## src/sv/shw_pkg.sv

```systemverilog
// Shared types, codes and reset constants for the stream health watchdog.
`timescale 1ns / 1ps

package shw_pkg;

    // Field widths
    localparam int NOW_W     = 48;
    localparam int LAT_W     = 32;
    localparam int MS_W      = 16;
    localparam int CNT_W     = 4;
    localparam int RETRY_W   = 8;
    localparam int CFG_IDX_W = 3;

    // Event codes
    localparam logic [1:0] FUNC_FRAME    = 2'd0;
    localparam logic [1:0] FUNC_TICK     = 2'd1;
    localparam logic [1:0] FUNC_START    = 2'd2;
    localparam logic [1:0] FUNC_BASELINE = 2'd3;

    // Reconnect cause codes
    localparam logic [1:0] CAUSE_NONE    = 2'd0;
    localparam logic [1:0] CAUSE_TIMEOUT = 2'd1;
    localparam logic [1:0] CAUSE_CREEP   = 2'd2;

    // Configuration register indexes
    localparam logic [CFG_IDX_W-1:0] REG_TIMEOUT     = 3'd0;
    localparam logic [CFG_IDX_W-1:0] REG_CREEP_LIMIT = 3'd1;
    localparam logic [CFG_IDX_W-1:0] REG_CREEP_TICKS = 3'd2;
    localparam logic [CFG_IDX_W-1:0] REG_BACKOFF_BASE = 3'd3;
    localparam logic [CFG_IDX_W-1:0] REG_BACKOFF_CAP = 3'd4;
    localparam logic [CFG_IDX_W-1:0] REG_MAX_SHIFT   = 3'd5;

    // Configuration reset values
    localparam logic [MS_W-1:0]  RST_TIMEOUT     = 16'd12000;
    localparam logic [MS_W-1:0]  RST_CREEP_LIMIT = 16'd5000;
    localparam logic [CNT_W-1:0] RST_CREEP_TICKS = 4'd3;
    localparam logic [MS_W-1:0]  RST_BACKOFF_BASE = 16'd1000;
    localparam logic [MS_W-1:0]  RST_BACKOFF_CAP = 16'd15000;
    localparam logic [CNT_W-1:0] RST_MAX_SHIFT   = 4'd4;

    // Counter limits
    localparam logic [CNT_W-1:0]   CREEP_CNT_MAX = 4'hF;
    localparam logic [RETRY_W-1:0] RETRY_MAX     = 8'hFF;

    typedef struct packed {
        logic [MS_W-1:0]  timeout_ms;
        logic [MS_W-1:0]  creep_limit_ms;
        logic [CNT_W-1:0] creep_ticks_needed;
        logic [MS_W-1:0]  backoff_base_ms;
        logic [MS_W-1:0]  backoff_cap_ms;
        logic [CNT_W-1:0] backoff_max_shift;
    } cfg_t;

    typedef struct packed {
        logic [1:0]       func;
        logic [NOW_W-1:0] now_ms;
        logic             latency_valid;
        logic [LAT_W-1:0] latency_ms;
        logic             new_stream;
    } event_t;

    typedef struct packed {
        logic               reconnect;
        logic [1:0]         cause;
        logic [MS_W-1:0]    backoff_ms;
        logic [RETRY_W-1:0] attempt;
        logic [LAT_W-1:0]   creep_ms;
        logic               first_frame;
        logic               active;
    } result_t;

endpackage

```

## src/sv/shw_cfg_regs.sv

```systemverilog
// Configuration register bank of the stream health watchdog.
`timescale 1ns / 1ps

module shw_cfg_regs (
    input  logic                            clk,
    input  logic                            rst_n,
    input  logic                            cfg_valid,
    output logic                            cfg_ready,
    input  logic [shw_pkg::CFG_IDX_W-1:0]   cfg_index,
    input  logic [shw_pkg::MS_W-1:0]        cfg_data,
    output shw_pkg::cfg_t                   cfg
);

    shw_pkg::cfg_t cfg_reg;

    // Always able to take a write request
    assign cfg_ready = 1'b1;
    assign cfg       = cfg_reg;

    // Decode the index and load the addressed register
    always_ff @(posedge clk or negedge rst_n)
    begin
        if (!rst_n)
        begin
            cfg_reg.timeout_ms         <= shw_pkg::RST_TIMEOUT;
            cfg_reg.creep_limit_ms     <= shw_pkg::RST_CREEP_LIMIT;
            cfg_reg.creep_ticks_needed <= shw_pkg::RST_CREEP_TICKS;
            cfg_reg.backoff_base_ms    <= shw_pkg::RST_BACKOFF_BASE;
            cfg_reg.backoff_cap_ms     <= shw_pkg::RST_BACKOFF_CAP;
            cfg_reg.backoff_max_shift  <= shw_pkg::RST_MAX_SHIFT;
        end
        else if (cfg_valid && cfg_ready)
        begin
            unique case (cfg_index)
                shw_pkg::REG_TIMEOUT:      cfg_reg.timeout_ms <= cfg_data;
                shw_pkg::REG_CREEP_LIMIT:  cfg_reg.creep_limit_ms <= cfg_data;
                shw_pkg::REG_CREEP_TICKS:
                    cfg_reg.creep_ticks_needed <= cfg_data[shw_pkg::CNT_W-1:0];
                shw_pkg::REG_BACKOFF_BASE: cfg_reg.backoff_base_ms <= cfg_data;
                shw_pkg::REG_BACKOFF_CAP:  cfg_reg.backoff_cap_ms <= cfg_data;
                shw_pkg::REG_MAX_SHIFT:
                    cfg_reg.backoff_max_shift <= cfg_data[shw_pkg::CNT_W-1:0];
                default: ;
            endcase
        end
    end

endmodule

```

## src/sv/shw_core.sv

```systemverilog
// Session state registers and the single-pass event evaluation logic.
`timescale 1ns / 1ps

module shw_core (
    input  logic              clk,
    input  logic              rst_n,
    input  logic              fire,
    input  shw_pkg::event_t   ev,
    input  shw_pkg::cfg_t     cfg,
    output shw_pkg::result_t  res
);

    // Session state
    logic                         active_reg;
    logic                         frame_seen_reg;
    logic [shw_pkg::NOW_W-1:0]    last_time_reg;
    logic [shw_pkg::LAT_W-1:0]    latest_lat_reg;
    logic [shw_pkg::LAT_W-1:0]    min_lat_reg;
    logic                         min_valid_reg;
    logic [shw_pkg::CNT_W-1:0]    creep_cnt_reg;
    logic [shw_pkg::RETRY_W-1:0]  retry_reg;

    logic                         active_next;
    logic                         frame_seen_next;
    logic [shw_pkg::NOW_W-1:0]    last_time_next;
    logic [shw_pkg::LAT_W-1:0]    latest_lat_next;
    logic [shw_pkg::LAT_W-1:0]    min_lat_next;
    logic                         min_valid_next;
    logic [shw_pkg::CNT_W-1:0]    creep_cnt_next;
    logic [shw_pkg::RETRY_W-1:0]  retry_next;

    logic [shw_pkg::NOW_W:0]      silent;
    logic                         timed_out;
    logic signed [shw_pkg::LAT_W:0] creep_cur;
    logic signed [shw_pkg::LAT_W:0] creep_limit_ext;
    logic                         creeping;
    logic                         lat_below_min;
    logic [shw_pkg::CNT_W-1:0]    creep_cnt_inc;
    logic [shw_pkg::RETRY_W-1:0]  retry_inc;
    logic [shw_pkg::CNT_W-1:0]    shift_amt;
    logic [shw_pkg::MS_W+14:0]    delay;
    logic [shw_pkg::MS_W-1:0]     backoff;
    logic [1:0]                   cause;
    logic                         first;
    logic signed [shw_pkg::LAT_W:0] creep_new;
    logic [shw_pkg::LAT_W-1:0]    creep_sat;

    // Silence since the last frame; negative silence never times out
    assign silent    = {1'b0, ev.now_ms} - {1'b0, last_time_reg};
    assign timed_out = !silent[shw_pkg::NOW_W]
                       && (silent[shw_pkg::NOW_W-1:0] > {32'd0, cfg.timeout_ms});

    // Creep against the session minimum, full precision
    assign creep_cur = min_valid_reg
        ? ($signed({latest_lat_reg[shw_pkg::LAT_W-1], latest_lat_reg})
           - $signed({min_lat_reg[shw_pkg::LAT_W-1], min_lat_reg}))
        : '0;
    assign creep_limit_ext = $signed({17'd0, cfg.creep_limit_ms});
    assign creeping        = creep_cur > creep_limit_ext;

    assign lat_below_min = $signed(ev.latency_ms) < $signed(min_lat_reg);

    // Saturating counter increments
    assign creep_cnt_inc = (creep_cnt_reg == shw_pkg::CREEP_CNT_MAX)
                           ? creep_cnt_reg : creep_cnt_reg + 1'b1;
    assign retry_inc     = (retry_reg == shw_pkg::RETRY_MAX)
                           ? retry_reg : retry_reg + 1'b1;

    // Backoff: base doubled per retry up to the shift limit, then capped
    assign shift_amt = (retry_reg < {4'd0, cfg.backoff_max_shift})
                       ? retry_reg[shw_pkg::CNT_W-1:0] : cfg.backoff_max_shift;
    assign delay     = {15'd0, cfg.backoff_base_ms} << shift_amt;
    assign backoff   = (delay < {15'd0, cfg.backoff_cap_ms})
                       ? delay[shw_pkg::MS_W-1:0] : cfg.backoff_cap_ms;

    // Evaluate one event against the current state
    always_comb
    begin
        active_next     = active_reg;
        frame_seen_next = frame_seen_reg;
        last_time_next  = last_time_reg;
        latest_lat_next = latest_lat_reg;
        min_lat_next    = min_lat_reg;
        min_valid_next  = min_valid_reg;
        creep_cnt_next  = creep_cnt_reg;
        retry_next      = retry_reg;
        cause           = shw_pkg::CAUSE_NONE;
        first           = 1'b0;

        unique case (ev.func)
            shw_pkg::FUNC_FRAME:
            begin
                if (active_reg)
                begin
                    last_time_next = ev.now_ms;
                    if (!frame_seen_reg)
                    begin
                        first           = 1'b1;
                        frame_seen_next = 1'b1;
                        retry_next      = '0;
                    end
                    if (ev.latency_valid)
                    begin
                        latest_lat_next = ev.latency_ms;
                        if (!min_valid_reg || lat_below_min)
                        begin
                            min_lat_next   = ev.latency_ms;
                            min_valid_next = 1'b1;
                        end
                    end
                end
            end
            shw_pkg::FUNC_TICK:
            begin
                if (active_reg)
                begin
                    if (timed_out)
                    begin
                        cause = shw_pkg::CAUSE_TIMEOUT;
                    end
                    else if (!creeping)
                    begin
                        creep_cnt_next = '0;
                    end
                    else
                    begin
                        creep_cnt_next = creep_cnt_inc;
                        if (creep_cnt_inc >= cfg.creep_ticks_needed)
                        begin
                            cause = shw_pkg::CAUSE_CREEP;
                        end
                    end
                    if (cause != shw_pkg::CAUSE_NONE)
                    begin
                        retry_next      = retry_inc;
                        active_next     = 1'b0;
                        frame_seen_next = 1'b0;
                    end
                end
            end
            shw_pkg::FUNC_START:
            begin
                active_next     = 1'b1;
                frame_seen_next = 1'b0;
                latest_lat_next = '1;
                min_lat_next    = '0;
                min_valid_next  = 1'b0;
                creep_cnt_next  = '0;
                last_time_next  = ev.now_ms;
                if (ev.new_stream)
                begin
                    retry_next = '0;
                end
            end
            shw_pkg::FUNC_BASELINE:
            begin
                min_lat_next   = '0;
                min_valid_next = 1'b0;
                creep_cnt_next = '0;
            end
            default: ;
        endcase
    end

    // Creep after the event, saturated to the output width
    assign creep_new = min_valid_next
        ? ($signed({latest_lat_next[shw_pkg::LAT_W-1], latest_lat_next})
           - $signed({min_lat_next[shw_pkg::LAT_W-1], min_lat_next}))
        : '0;

    always_comb
    begin
        if (creep_new[shw_pkg::LAT_W] != creep_new[shw_pkg::LAT_W-1])
        begin
            creep_sat = creep_new[shw_pkg::LAT_W] ? 32'h8000_0000 : 32'h7FFF_FFFF;
        end
        else
        begin
            creep_sat = creep_new[shw_pkg::LAT_W-1:0];
        end
    end

    // Assemble the result
    assign res.reconnect   = (cause != shw_pkg::CAUSE_NONE);
    assign res.cause       = cause;
    assign res.backoff_ms  = (cause != shw_pkg::CAUSE_NONE) ? backoff : '0;
    assign res.attempt     = retry_next;
    assign res.creep_ms    = creep_sat;
    assign res.first_frame = first;
    assign res.active      = active_next;

    // Commit the new state when the event moves to the result register
    always_ff @(posedge clk or negedge rst_n)
    begin
        if (!rst_n)
        begin
            active_reg     <= 1'b0;
            frame_seen_reg <= 1'b0;
            last_time_reg  <= '0;
            latest_lat_reg <= '1;
            min_lat_reg    <= '0;
            min_valid_reg  <= 1'b0;
            creep_cnt_reg  <= '0;
            retry_reg      <= '0;
        end
        else if (fire)
        begin
            active_reg     <= active_next;
            frame_seen_reg <= frame_seen_next;
            last_time_reg  <= last_time_next;
            latest_lat_reg <= latest_lat_next;
            min_lat_reg    <= min_lat_next;
            min_valid_reg  <= min_valid_next;
            creep_cnt_reg  <= creep_cnt_next;
            retry_reg      <= retry_next;
        end
    end

endmodule

```

## src/sv/stream_health_watchdog_top.sv

```systemverilog
// Top level of the stream health watchdog: event register, core and result register.
//
// Usage:
//   Events (frame, tick, session start, baseline reset) enter on the ev_* channel
//   and are taken at a rising edge with ev_valid high and ev_stall low. Each
//   event produces exactly one result on the res_* channel, taken at an edge
//   with res_valid high and res_stall low.
//   An event taken into the event register is evaluated from there and its
//   result is written to the result register (two register stages).
//   Throughput: one event per cycle while res_stall is low; the event
//   register and the result register are separate, so a new event is taken
//   while a result waits. When res_stall holds a full result register, the
//   event register fills and then ev_stall rises until the result is taken.
//   Configuration writes go through cfg_valid/cfg_ready (ready is always high);
//   the user must make them only while no event is in flight (not enforced).
//   Reset clears the session (inactive, no retries, no minimum latency), sets
//   the configuration registers to their defaults and empties both stages.
`timescale 1ns / 1ps

module stream_health_watchdog_top (
    input  logic                          clk,
    input  logic                          rst_n,
    // Event channel
    input  logic                          ev_valid,
    output logic                          ev_stall,
    input  logic [1:0]                    func,
    input  logic [shw_pkg::NOW_W-1:0]     now_ms,
    input  logic                          latency_valid,
    input  logic signed [shw_pkg::LAT_W-1:0] latency_ms,
    input  logic                          new_stream,
    // Result channel
    output logic                          res_valid,
    input  logic                          res_stall,
    output logic                          reconnect,
    output logic [1:0]                    cause,
    output logic [shw_pkg::MS_W-1:0]      backoff_ms,
    output logic [shw_pkg::RETRY_W-1:0]   attempt,
    output logic signed [shw_pkg::LAT_W-1:0] creep_ms,
    output logic                          first_frame,
    output logic                          active,
    // Configuration write channel
    input  logic                          cfg_valid,
    output logic                          cfg_ready,
    input  logic [shw_pkg::CFG_IDX_W-1:0] cfg_index,
    input  logic [shw_pkg::MS_W-1:0]      cfg_data
);

    shw_pkg::cfg_t    cfg;
    shw_pkg::event_t  ev_reg;
    shw_pkg::result_t res;
    shw_pkg::result_t res_reg;
    logic             ev_valid_reg;
    logic             res_valid_reg;
    logic             ev_take;
    logic             advance;

    // Move the held request forward when the result register is free
    assign advance  = ev_valid_reg && (!res_valid_reg || !res_stall);
    assign ev_stall = ev_valid_reg && !advance;
    assign ev_take  = ev_valid && !ev_stall;

    shw_cfg_regs u_cfg (
        .clk       (clk),
        .rst_n     (rst_n),
        .cfg_valid (cfg_valid),
        .cfg_ready (cfg_ready),
        .cfg_index (cfg_index),
        .cfg_data  (cfg_data),
        .cfg       (cfg)
    );

    shw_core u_core (
        .clk   (clk),
        .rst_n (rst_n),
        .fire  (advance),
        .ev    (ev_reg),
        .cfg   (cfg),
        .res   (res)
    );

    // Track occupancy of both stages
    always_ff @(posedge clk or negedge rst_n)
    begin
        if (!rst_n)
        begin
            ev_valid_reg  <= 1'b0;
            res_valid_reg <= 1'b0;
        end
        else
        begin
            ev_valid_reg  <= ev_take || (ev_valid_reg && !advance);
            res_valid_reg <= advance || (res_valid_reg && res_stall);
        end
    end

    // Capture the incoming request and the finished result
    always_ff @(posedge clk)
    begin
        if (ev_take)
        begin
            ev_reg.func          <= func;
            ev_reg.now_ms        <= now_ms;
            ev_reg.latency_valid <= latency_valid;
            ev_reg.latency_ms    <= latency_ms;
            ev_reg.new_stream    <= new_stream;
        end
        if (advance)
        begin
            res_reg <= res;
        end
    end

    assign res_valid   = res_valid_reg;
    assign reconnect   = res_reg.reconnect;
    assign cause       = res_reg.cause;
    assign backoff_ms  = res_reg.backoff_ms;
    assign attempt     = res_reg.attempt;
    assign creep_ms    = res_reg.creep_ms;
    assign first_frame = res_reg.first_frame;
    assign active      = res_reg.active;

endmodule

```

## config.mk

```make
export PLATFORM = sky130hd
export DESIGN_NAME = stream_health_watchdog_top
export DESIGN_NICKNAME = d
export VERILOG_FILES = /design/src/sv/shw_pkg.sv /design/src/sv/shw_cfg_regs.sv /design/src/sv/shw_core.sv /design/src/sv/stream_health_watchdog_top.sv
export SDC_FILE = /design/constraint.sdc
export NUM_CORES = 1
export LEC_CHECK = 0
export ABC_AREA = 1
export BUFFER_PORTS_ARGS = -buffer_cell sky130_fd_sc_hd__clkbuf_2
export CAP_MARGIN = 20
export CORE_MARGIN = 8
export CORE_UTILIZATION = 30
export DETAILED_ROUTE_END_ITERATION = 16
export PLACE_DENSITY = 0.55
export SLEW_MARGIN = 20
export SYNTH_ARGS = -nofsm -noshare
export SYNTH_HDL_FRONTEND = slang
export SYNTH_SLANG_ARGS = --single-unit
```

## constraint.sdc

```tcl
create_clock -name clk -period 7.12 [get_ports clk]
set_clock_uncertainty 0.2 [all_clocks]
set_input_delay 1.424 -clock clk [delete_from_list [all_inputs] [get_ports clk]]
set_output_delay 1.424 -clock clk [all_outputs]
set_load 0.02 [all_outputs]
```

==> results of run 1 <==
-- through the flow --
| stage | std cells | setup WS (ns) | instance area, um^2 |
|---|---|---|---|
| 2_1_floorplan | 3310 | 1.93 | 24700 |
| 3_3_place_gp | 4482 | 1.31 | 26700 |
| 3_5_place_dp | 4482 | 1.22 | 26700 |
| 4_1_cts | 4564 | 1.20 | 28100 |
| 5_1_grt | 4564 | 0.550 | 28100 |
| 6_report | 4564 | 1.19 | 28100 |
-- worst max-delay path: cells and delay by family (launching register included) --
kind | cells | cell delay (ns)
AO/OA/AOI/OAI | 3 | 0.40
adder cells (fa/ha/maj) | 2 | 0.80
buffers and inverters | 7 | 0.92
flip-flops | 1 | 0.41
AND/OR/NAND/NOR | 30 | 2.89
-- metal layers --
metal	vias to the layer above	wire, um
met2	643	35300
met5	-	0
met4	0	2080
met3	118	4510
li1	11300	-
met1	10400	34900
-- placed cells by master, fill, tap and decap left out, drive strengths merged, types with 11 or more instances in the layout --
master	instances
o21bai	13
xnor2	20
clkbuf	226
nand3b	13
dfrtp	141
o21ai	329
nand4	52
nand3	146
a21boi	11
o32ai	29
a21oi	276
ha	203
inv	454
edfxtp	145
nor2	365
xor2	33
buf	19
a21o	14
o21a	12
dfstp	60
nand2	782
a31oi	15
clkinv	22
nor3	46
-- area by class of cell --
| type | count | area (um^2) |
|---|---|---|
| flip-flops and latches | 346 | 9460 |
| fillers | 8698 | 53600 |
| multi-input cells | 2425 | 13200 |
| repair buffers | 188 | 1010 |
| clock buffers | 57 | 1210 |
| clock inverters | 25 | 245 |
| inverters | 453 | 1710 |
| well taps | 1070 | 1340 |
-- cells by family after synthesis --
family | count (synthesis)
flip-flops | 346
adder cells (fa/ha/maj) | 206
buffers and inverters | 539
other | 1
multiplexers | 5
XOR/XNOR | 53
AND/OR/NAND/NOR | 1427
AO/OA/AOI/OAI | 733
-- power by group --
group	switching [mW]	leakage, nW	internal, mW
clock	0.949	0.718	1.30
combinational	2.98	8.40	1.48
sequential	0.203	3.78	2.48
-- final timing paths --
check / from / endpoint / slack (ns)
min in group asynchronous: rst_n / u_core.min_lat_reg[20] / 0.54
max in group asynchronous: rst_n / u_core.last_time_reg[17] / 4.89
setup reg to reg: ev_reg[32] / creep_ms[1] / 1.19
hold reg to reg: u_cfg.cfg[50] / u_cfg.cfg[50] / 0.28
setup / recovery: ev_reg[32] / creep_ms[1] / 1.19
hold / removal: u_cfg.cfg[50] / u_cfg.cfg[50] / 0.28
==> impl.org, run 1 <==
** Clocking
- After clock tree synthesis, the clock-pin slew on the worst setup and hold paths is 0.06 ns.
- Buffers added to address setup during post-CTS repair amount to 0.
- Hold_buf cts :: 0
- After clock tree synthesis, the repair step resized 0 gates.
- Counting the buffers created by CTS gives 44.
- Clock latency on the worst-skew pair, taken at its later pin, is 0.62 ns.
- The tree built by TritonCTS fans out to 346 sinks.
- Buffers from clock root to sink, at most :: 3
- Clock tree from TritonCTS :: built
- CTS built an H-tree with a depth of 2.
- The tree is rooted in a clkbuf_16.

** Logic synthesis
- Synth cell count leaders :: 765 x nand2_1, 448 x inv_1, 364 x nor2_1
- Yosys attributes the largest share of cell area to edfxtp_1 18%, dfrtp_1 14%, nand2_1 12%.
- Top-count cell post-synth :: nand2_1
- Cell type with the highest aggregate area in the netlist :: edfxtp_1
- After synthesis, the largest family of logic cells by area is simple AND/OR/NAND/NOR gates.
- For this run, the register share of the synthesized area comes to 38.3%.
- Syn Area/Cell :: 7.46 um^2
- Summing the areas of all and, or, nand and nor instances in the mapped netlist gives 24.0% of the synthesized area.
- In the synthesized netlist, the number of instances is 3310.
- Among all flip-flop cells after synthesis, the most frequent one is edfxtp_1.
- Number of distinct library cells after synthesis :: 63
- Number of flops mapped to enable cells by yosys :: 145
- After Yosys synthesis, XOR and XNOR cells account for 1.88% of the synthesized area.
- Yosys synthesis warning count :: 0
- Fraction of synthesized area in multiplexers :: 0.203%
- The synthesized netlist devotes 10.5% of its cell area to adder and majority cells.
- The mapped netlist covers 0.0247 mm^2.
- When the netlist entered floorplanning its net count stood at 3624.
- Compound-gate portion of the synthesized area :: 16.5%
- Async S/R FF share, synth :: 58.1%
- The top cell type by area accounts for 17.6% of the synthesized area.
- Synthesis inferred 346 register bits.

** Setup path
- Crit Path Class :: reg2reg
- The worst setup path is launched from a flip-flop.
- The number of cells on the worst reg-to-reg path is 42.
- CP max stage cell :: edfxtp_1
- Data on the critical path is required at its endpoint by 7.25 ns.
- Crit-path max FO :: 31
- Cell mode on critical path :: nand2_1
- Critical Path Sink Type :: flip-flop
- STA puts the critical path data arrival time at 6.06 ns.
- Maximum single-stage delay on the critical path :: 0.41 ns

** STA
- Worst slew slack as a fraction of its limit :: 28.1%
- Setup repair after global routing left no endpoint under its margin.
- Min Tclk post-route :: 5.93 ns
- Sum of negative setup slack :: 0 ns
- Final count of hold timing violations :: 0
- Setup violations remaining at the end of the flow were counted as 0.
- Max-slew violation count :: 0
- The tightest hold path in the finished design has a slack of 0.283 ns.
- Least-Margin Pin Slew :: 1.07 ns
- Derived from the worst setup path, the maximum achievable clock frequency is 0.169 GHz.
- Share of the clock period used by the worst path after layout :: 83.3%

** Global route
- Met2 track demand over resource :: 27.0%
- Remaining global-route overflow :: 0
- Combined global-route utilization of all metal layers :: 16.3%
- Entering global routing, the biggest net connects 141 pins.
- The via count of the first global-routing pass is 21400.
- In the global route stage, met1 resource usage came out at 21.9%.
- Met3 track demand over resource :: 2.19%
- The first global-routing pass estimated 119000 um of wire.
- The global routing stage identified its most utilized layer as met2.
- The initial antenna violation count came to 0.

** Cells and area
- Synth-to-layout area growth :: 13.9%
- The repair_antennas step left the layout with diodes totalling 0.
- In the final design database the tool counted 3772 nets.
- Final cell utilization of the core :: 34.4%
- The register with the most flip-flops in the layout has 84 of them.
- Share of layout cells above drive strength 1 :: 10.4%

** Power and ir drop
- Leakage power summed over all cells :: 12.9 nW
- Overall power consumption after layout is estimated at 9.40 mW.
- For this design the ratio of total power to cell area is 334 mW/mm^2.
- Worst supply voltage drop on vdd :: 0.218 mV

** Drt
- Average via count per standard cell :: 4.92
- Total Routed Length :: 76800 um
- The first detailed-routing pass ran for 5 iterations.
- Once detail routing completed, the nets flagged for antenna violations numbered 0.
- For this run, design rule violations remaining after detail routing come to 0.
- Count of vias placed by the detailed router :: 22500
- Average routed wire per standard cell :: 16.8 um
- 1st-iter DRT viols :: 1587

** Floorplan
- Measured along the y axis, the die boundary spans 303 um.
- 172 I/O pins were placed.
- Area of the core :: 0.0817 mm^2
- Once the floorplan was initialized, standard cells occupied 30.2% of the core.
- Number of rows in the core area :: 105
- The floorplan step set the die width to 303 um.
- The floorplan step defined a die boundary enclosing 0.0917 mm^2.

** Run
- Max-cap violations in this run came to 0.

** Place
- RD Place Congestion :: 0.918
- Port Buffer Count :: 170
- After legalization and detailed placement, the total HPWL measured 60100 um.

** Min path
- The path class of the tightest hold or removal check is reg2reg.
- Worst Hold Path Cells :: 2

** Status
- The flow ran to the end, and the final reports show no timing, DRC or antenna violations.
Power figures use the tool's default switching activity.
==> inputs of run 2 (changes only) <==
--- a/config.mk
+++ b/config.mk
@@ -5,13 +5,13 @@
 export SDC_FILE = /design/constraint.sdc
 export NUM_CORES = 1
 export LEC_CHECK = 0
-export ABC_AREA = 1
+export ABC_AREA = 0
 export BUFFER_PORTS_ARGS = -buffer_cell sky130_fd_sc_hd__clkbuf_2
 export CAP_MARGIN = 20
 export CORE_MARGIN = 8
 export CORE_UTILIZATION = 30
 export DETAILED_ROUTE_END_ITERATION = 16
-export PLACE_DENSITY = 0.55
+export PLACE_DENSITY = 0.57
 export SLEW_MARGIN = 20
 export SYNTH_ARGS = -nofsm -noshare
 export SYNTH_HDL_FRONTEND = slang
==> constraint.sdc (replaced) <==
create_clock -name clk -period 4.9 [get_ports clk]
set_clock_uncertainty 0.2 [all_clocks]
set_input_delay 0.98 -clock clk [delete_from_list [all_inputs] [get_ports clk]]
set_output_delay 0.98 -clock clk [all_outputs]
set_load 0.02 [all_outputs]
==> run 2 against run 1 <==
  * Clock-buffer cell count decreased by 1
  * The run now ends with negative setup slack left
  * Register-to-register slack got worse by 2.4 ns
  * Largest power group unchanged
  * Sequential cell count unchanged
  * Via count shrank 4.2%
  * Core utilization increased by 6.8 points
==> impl.org, run 2 <==
** Logic synthesis
- The count of yosys warnings during synthesis was 0 (unchanged).
- The mean instance size in the synthesized netlist came to 9.24 um^2 (+24%).
- Top cells by area, synth :: edfxtp_1 18%, dfrtp_1 15%, ha_1 11%
- The count of mapped cells out of synthesis came to 2590 (-22%).
- Post-Syn Nets :: 2904 (-20%)
- Most common flop cell mapped by yosys :: edfxtp_1
- Number of distinct library cells after synthesis :: 95 (+51%)
- Number of flops mapped to enable cells by yosys :: 145 (unchanged)
- nand2_1 is the most common cell in the netlist.
- The sequential element share of the synthesized area came to 39.5% (+1.2 points).
- Post-synthesis cell area :: 0.0239 mm^2 (-3.0%)
- By count the netlist is led by 311 x nand2_1, 249 x o21ai_0, 203 x ha_1.
- The area share of xor/xnor cells in the synthesized design came to 2.82% (+0.94 points).
- The post-synthesis share of cell area spent on full adders, half adders and majority gates is 10.9% (+0.37 points).
- Async S/R FF share, synth :: 58.1% (unchanged)
- The top-area cell type share of the netlist area came to 18.2% (+0.55 points).
- The multiplexer share of the synthesized area was 5.65% (+5.4 points).
- Main combinational cell family by area after synthesis :: compound AO/OA/AOI/OAI gates
- edfxtp_1 takes more of the synthesized area than any other cell.
- Flops & latches, synth :: 346 (unchanged)
- The fraction of the mapped netlist area in compound gates came to 20.4% (+3.9 points).
- Synth Area in Simple Gates :: 15.8% (-8.3 points)

** Floorplan
- Die Area :: 0.0891 mm^2 (-2.9%)
- The die width came to 298 um (-1.4%).
- The die height was 298 um (-1.4%).
- The top-level port count is 172 (unchanged).
- The number of placement rows came to 103 (-1.9%).
- The standard cell core area was 0.0790 mm^2 (-3.3%).
- Initial cell density of the core :: 30.3% (+0.095 points)

** STA
- Max-slew violation count :: 0 (unchanged)
- Crit path setup slack, layout :: -1.25 ns (-2.44 ns)
- Min Tclk post-route :: 6.15 ns (+0.225 ns)
- Setup repair after global routing could not meet its margin everywhere.
- Number of setup violations in the final report :: 74 (+74)
- The worst max-slew margin expressed relative to the limit was 43.2% (+15 points).
- The worst hold-check slack was 0.277 ns (-0.00686 ns).
- The fmax came to 0.162 GHz (-3.6%).
- Least-Margin Pin Slew :: 0.847 ns (-0.218 ns)
- Final count of hold timing violations :: 0 (unchanged)
- Share of the clock period used by the worst path after layout :: 126% (+42 points)

** Cells and area
- The area growth from synthesis to layout is 36.0%.
- Final cell utilization of the core :: 41.2% (+6.8 points)
- The net count of the finished layout is 3583 (-5.0%).
- The proportion of layout cells with a drive suffix above 1 was 34.1% (+24 points).
- Leaving out fill and tap cells, the most frequent cell in the layout is buf_4.
- The count of antenna diodes in the layout was 0 (unchanged).
- Commonest non-fill, non-tap cells in the layout :: 547 x buf_4, 306 x nand2_1, 204 x o21ai_0, 198 x ha_1, 175 x inv_1
- Fill cells :: 7772 (-11%)
- Fin area :: 0.0326 mm^2 (+16%)
- Number of flip-flops under the largest register name :: 84 (unchanged)

** Setup path
- The worst setup path is of the reg2reg kind.
- The cell depth of the worst flop-to-flop path was 30 (-29%).
- The cell family contributing the most delay on the critical path is compound AO/OA/AOI/OAI gates.
- Critical Path Sink Type :: flip-flop
- Capturing point of the worst reg2reg path :: creep_ms[0]
- Critical path data required time :: 5.01 ns (-2.24 ns)
- The worst setup path is launched from a flip-flop.
- Sum of buffers and inverters on the critical path :: 5 (-2)
- Worst-case register-to-register setup slack :: -1.25 ns (-2.44 ns)
- The slowest stage of the critical path belongs to the cell edfxtp_1.
- The maximum fanout along the worst path came to 5 (-84%).
- Crit Reg-Reg Startpoint :: ev_reg[27]
- Data arrival, critical path :: 6.27 ns (+0.21 ns)
- Counting stages on the worst path, the most repeated cell is buf_4.
- Maximum single-stage delay on the critical path :: 0.43 ns (+0.02 ns)

** Clocking
- Clock tree from TritonCTS :: built
- The H-tree level count is 2 (unchanged).
- Root cell of the clock tree :: clkbuf_16
- Clock edge transition at the registers on the reported setup and hold paths :: 0.07 ns (about the same)
- The clock buffer count from CTS is 43 (-2.3%).
- Buffers from clock root to sink, at most :: 3 (unchanged)
- The latest clock arrival within the worst-skew pair is 0.59 ns (-0.03 ns).
- Number of sinks handled by clock tree synthesis :: 346 (unchanged)

** Global route
- Largest net degree at the start of global routing :: 96 (-32%)
- Via count of the first global-routing pass :: 21500 (+0.78%)
- The initial antenna violation count was 0 (unchanged).
- Wire length of the first global-routing pass :: 118000 um (-0.96%)
- Remaining global-route overflow :: 0 (unchanged)
- Combined global-route utilization of all metal layers :: 16.1% (-0.21 points)

** Min path
- Path class of the lowest-slack min-delay path :: in2async

** Place
- RD Place Congestion :: 0.895 (-2.4%)
- The area after detailed placement is 0.0299 mm^2 (+12%).
- The sum of net half-perimeters after detailed placement was 56800 um (-5.5%).
- The count of buffers from port buffering came to 170 (unchanged).

** Power and ir drop
- Worst supply voltage drop on vdd :: 0.331 mV (+52%)
- The total power density per cell area was 474 mW/mm^2 (+42%).
- Leakage power summed over all cells :: 14.3 nW (+11%)

** Run
- The count of max-cap constraint violations came to 0 (unchanged).

** Drt
- The routed length per instance is 17.2 um (+2.2%).
- Average via count per standard cell :: 4.94 (+0.46%)
- Number of iterations in the first detailed-routing pass :: 5 (unchanged)
- ANT nets after route :: 0 (unchanged)
- Total Routed Length :: 74800 um (-2.5%)
- The starting DRC count in detailed routing came to 1215 (-23%).
- DRC violation count after routing :: 0 (unchanged)
- The via count came to 21500 (-4.2%).

** Status
- The run finished, with violations left.
- Violations in the final reports :: negative setup slack
run 2: stage by stage:
stage	setup slack, ns	std cells	total power, mW	setup TNS (ns)
2_1_floorplan	-0.788	2590	8.58	-33.96
4_1_cts	-1.07	4337	15.3	-73.06
3_5_place_dp	-1.24	4209	11.7	-86.87
6_report	-1.25	4354	15.4	-71.94
3_3_place_gp	-1.15	4209	11.7	-79.47
5_1_grt	-1.50	4354	16.5	-95.42
run 2: what timing repair did:
action | in CTS | in global routing
hold buffers | 0 | 0
pin swaps | 56 | 87
buffers inserted | 47 | 17
gates cloned | 1 | 5
setup endpoints to repair | 74 | 74
resized for setup | 102 | 118
run 2: kinds of logic after synthesis:
kind of cell / after synthesis
muxes: 122
xor gates and xnor gates: 77
buffers and inverters: 301
AOI/OAI and AO/OA: 757
DFF: 346
adders and majority gates: 207
other: 1
and+or+nand+nor: 779
run 2: power breakdown:
group	switching, mW	leakage (nW)	internal [mW]
clock network	1.33	0.664	1.77
logic	4.39	9.80	4.06
registers	0.255	3.83	3.64
run 2: area by class of cell:
| cell class | count | area [um^2] | area share, % |
|---|---|---|---|
| Timing Repair Buffer | 754 | 5560 | 17.1 |
| Clock inverter | 24 | 173 | 0.530 |
| Multi-Input combinational cell | 1943 | 14200 | 43.6 |
| Inverter | 181 | 682 | 2.09 |
| Tap cell | 1050 | 1310 | 4.03 |
| Sequential cell | 346 | 9460 | 29.1 |
| Clock buffer | 56 | 1190 | 3.64 |
run 2: worst max-delay path by stage:
stage	startpoint	end	slack, ns	cells after the start
2_1_floorplan	u_core.min_lat_reg[2]	creep_ms[10]	-0.79	30
3_3_place_gp	ev_reg[34]	u_core.creep_cnt_reg[3]	-1.15	27
3_5_place_dp	ev_reg[34]	attempt[6]	-1.24	27
4_1_cts	ev_reg[34]	u_core.creep_cnt_reg[3]	-1.07	27
5_1_grt	ev_reg[27]	creep_ms[0]	-1.50	30
6_report	ev_reg[27]	creep_ms[0]	-1.25	30
run 2: layer usage:
layer,GRT usage (%),routed length (um)
met2,26.4,34600
met1,21.6,34900
met4,5.33,2250
met3,2.23,3120
met5,0,0
==> inputs of run 3 (changes only) <==
--- a/config.mk
+++ b/config.mk
@@ -11,7 +11,9 @@
 export CORE_MARGIN = 8
 export CORE_UTILIZATION = 30
 export DETAILED_ROUTE_END_ITERATION = 16
+export GPL_TIMING_DRIVEN = 0
 export PLACE_DENSITY = 0.57
+export REMOVE_ABC_BUFFERS = 1
 export SLEW_MARGIN = 20
 export SYNTH_ARGS = -nofsm -noshare
 export SYNTH_HDL_FRONTEND = slang
==> run 3 against run 2 <==
  * The run still ends with negative setup slack left
  * Non-clock buffer count down 448
  * Maximum frequency decreased by 3.9%
  * Combinational power down 16%
  * First-iteration DRC count decreased by 5.8%
  * Register-to-register slack lost 0.25 ns
  * Final area is 8.7% lower
  * Hold slack lost 0.051 ns
  * Clock-buffer cell count rose by 1
  * Sequential cell count is the same
  * Highest routed layer is now met5
==> impl.org, run 3 (same netlist as run 2, synthesis figures left out) <==
** Place
- Port Buffer Count :: 170 (unchanged)
- The setup slack after placement was -3.56 ns (-2.32 ns).
- The sum of net half-perimeters after detailed placement is 49800 um (-12%).
- RD Place Congestion :: 0.887 (-0.98%)

** Setup path
- Path depth of the worst reg2reg path :: 31 (+3.3%)
- Data arrival, critical path :: 6.51 ns (+0.24 ns)
- Counting stages on the worst path, the most repeated cell is buf_4.
- The maximum fanout along the worst path came to 4 (-1).
- Critical path data required time :: 5.01 ns (about the same)
- STA classifies the critical path startpoint as a flip-flop.
- STA classifies the critical path endpoint as a flip-flop.
- On the critical path, the stage with the largest delay is an instance of a311o_1.
- The biggest cell delay along the critical path came to 0.43 ns (about the same).
- Crit Path Class :: reg2reg

** Global route
- Combined global-route utilization of all metal layers :: 15.2% (-0.87 points)
- The first-pass GRT wire length came to 111000 um (-5.4%).
- Antenna violations before repair :: 4 (+4)
- Via count of the first global-routing pass :: 20200 (-6.2%)
- Largest net degree at the start of global routing :: 76 (-21%)
- Remaining global-route overflow :: 0 (unchanged)

** Clocking
- Clock latency at the later pin of the worst-skew pair :: 0.58 ns (about the same)
- The clock transition at the registers of the reported paths was 0.06 ns (about the same).
- Buffers from clock root to sink, at most :: 3 (unchanged)
- H-tree level count :: 2 (unchanged)
- Number of buffers created by CTS :: 43 (unchanged)
- Root cell of the clock tree :: clkbuf_16
- Number of sinks handled by clock tree synthesis :: 346 (unchanged)
- Clock tree from TritonCTS :: built
- Hold_buf cts :: 0 (unchanged)

** Status
- The run finished, with violations left.
- Violations in the final reports :: negative setup slack

** Cells and area
- Number of flip-flops under the largest register name :: 84 (unchanged)
- Most frequent standard cell in the layout excluding fill and tap cells :: nand2_1
- The number of filler cells placed in the layout came to 7798 (+0.33%).
- In the layout the commonest cells are 306 x nand2_1, 206 x o21ai_0, 185 x ha_1, 175 x inv_1, 169 x clkbuf_2.
- The net count of the finished layout was 3142 (-12%).
- Share of layout cells above drive strength 1 :: 24.6% (-9.5 points)
- Synth-to-layout area growth :: 24.2%

** Floorplan
- The die height was 298 um (unchanged).
- The die width is 298 um (unchanged).
- The standard cell core area is 0.0790 mm^2 (unchanged).
- The number of placement rows is 103 (unchanged).
- The top-level port count came to 172 (unchanged).
- The floorplan die area was 0.0891 mm^2 (unchanged).
- Initial cell density of the core :: 30.3% (unchanged)

** Power and ir drop
- Worst supply voltage drop on vdd :: 0.296 mV (-11%)
- Power per Cell Area :: 483 mW/mm^2 (+1.9%)
- The static leakage is 12.3 nW (-14%).
- Overall power consumption :: 14.4 mW (-7.0%)

** STA
- The final number of hold-violating endpoints is 0 (unchanged).
- Min Tclk post-route :: 6.40 ns (+0.247 ns)
- The final setup violation count is 74 (unchanged).
- Worst slew slack as a fraction of its limit :: 26.9% (-16 points)
- The slew at the pin closest to its max-slew limit is 1.09 ns (+0.248 ns).
- Final hold slack :: 0.226 ns (-0.0508 ns)
- Upper clock frequency limit :: 0.156 GHz (-3.9%)
- Share of the clock period used by the worst path after layout :: 131% (+5.0 points)
- Setup repair after global routing could not meet its margin everywhere.
- The slack of the critical path was -1.50 ns (-0.247 ns).
- Max-slew violation count :: 0 (unchanged)

** Drt
- Number of iterations in the first detailed-routing pass :: 5 (unchanged)
- The post-detailed-routing wire length was 70000 um (-6.5%).
- The number of remaining DRC errors was 0 (unchanged).
- Average routed wire per standard cell :: 17.9 um (+4.0%)
- The via count was 20100 (-6.6%).
- The final antenna-violating net count is 0 (unchanged).
- The starting DRC count in detailed routing was 1145 (-5.8%).
- The mean number of vias per cell was 5.14 (+3.9%).

** Min path
- The tightest min-delay check is of the in2async type.

** Run
- The count of max-cap constraint violations was 0 (unchanged).
[run 3: critical path, delay by kind of cell (launching register included)]
| family | cells | cell delay, ns |
|---|---|---|
| compound gates | 14 | 2.87 |
| fa+ha+maj | 2 | 0.61 |
| buf+inv | 7 | 1.05 |
| flops | 1 | 0.39 |
| simple gates | 8 | 1.00 |
[run 3: timing repair]
action	4_1_cts	5_1_grt
pin swaps	115	96
setup endpoints to repair	74	74
buffers inserted	101	18
gates resized for setup	210	83
cloned	9	0
[run 3: area by class of cell]
cell class              count  area, um^2  area share [%]
diodes                      2        5.00          0.0168
clock buffers              57        1230            4.14
clock inverters            22         228           0.766
inverters                 181         684            2.30
multi-input cells        1950       14500            48.8
flip-flops and latches    346        9460            31.8
well taps                1050        1310            4.42
repair buffers            306        2290            7.72
[run 3: per-stage QoR]
stage	cells	util, %	instance area [um^2]	setup TNS [ns]
6_report	3914	37.6	29700	-74.21
5_1_grt	3912	37.6	29700	-96.13
4_1_cts	3900	37.1	29300	-73.85
3_5_place_dp	3713	33.1	26100	-231.21
3_3_place_gp	3690	32.4	25600	-913.54
2_1_floorplan	2470	-	23400	-171.86
[run 3: per-layer routing]
layer	track usage, %	up-vias	routed length [um]
met5	0	-	13
met2	25.8	431	33100
met4	5.29	2	2430
met3	2.56	135	3170
met1	19.4	9612	31300
li1	-	9924	-
[run 3: final timing paths]
check / from / endpoint / slack (ns)
worst max-delay path: u_core.min_lat_reg[27] / creep_ms[16] / -1.50
worst min-delay path: rst_n / res_valid / 0.23
worst max register to register: u_core.min_lat_reg[27] / creep_ms[16] / -1.50
worst min register to register: ev_reg[81] / u_core.last_time_reg[47] / 0.29
max in group asynchronous: rst_n / u_cfg.cfg[17] / 3.35
min in group clk: ev_reg[81] / u_core.last_time_reg[47] / 0.29
[run 3: report_power, final]
part / switching, mW / internal [mW]
combinational: 4.05 / 3.04
clock: 1.36 / 1.95
sequential: 0.329 / 3.64
total: 5.73 / 8.62
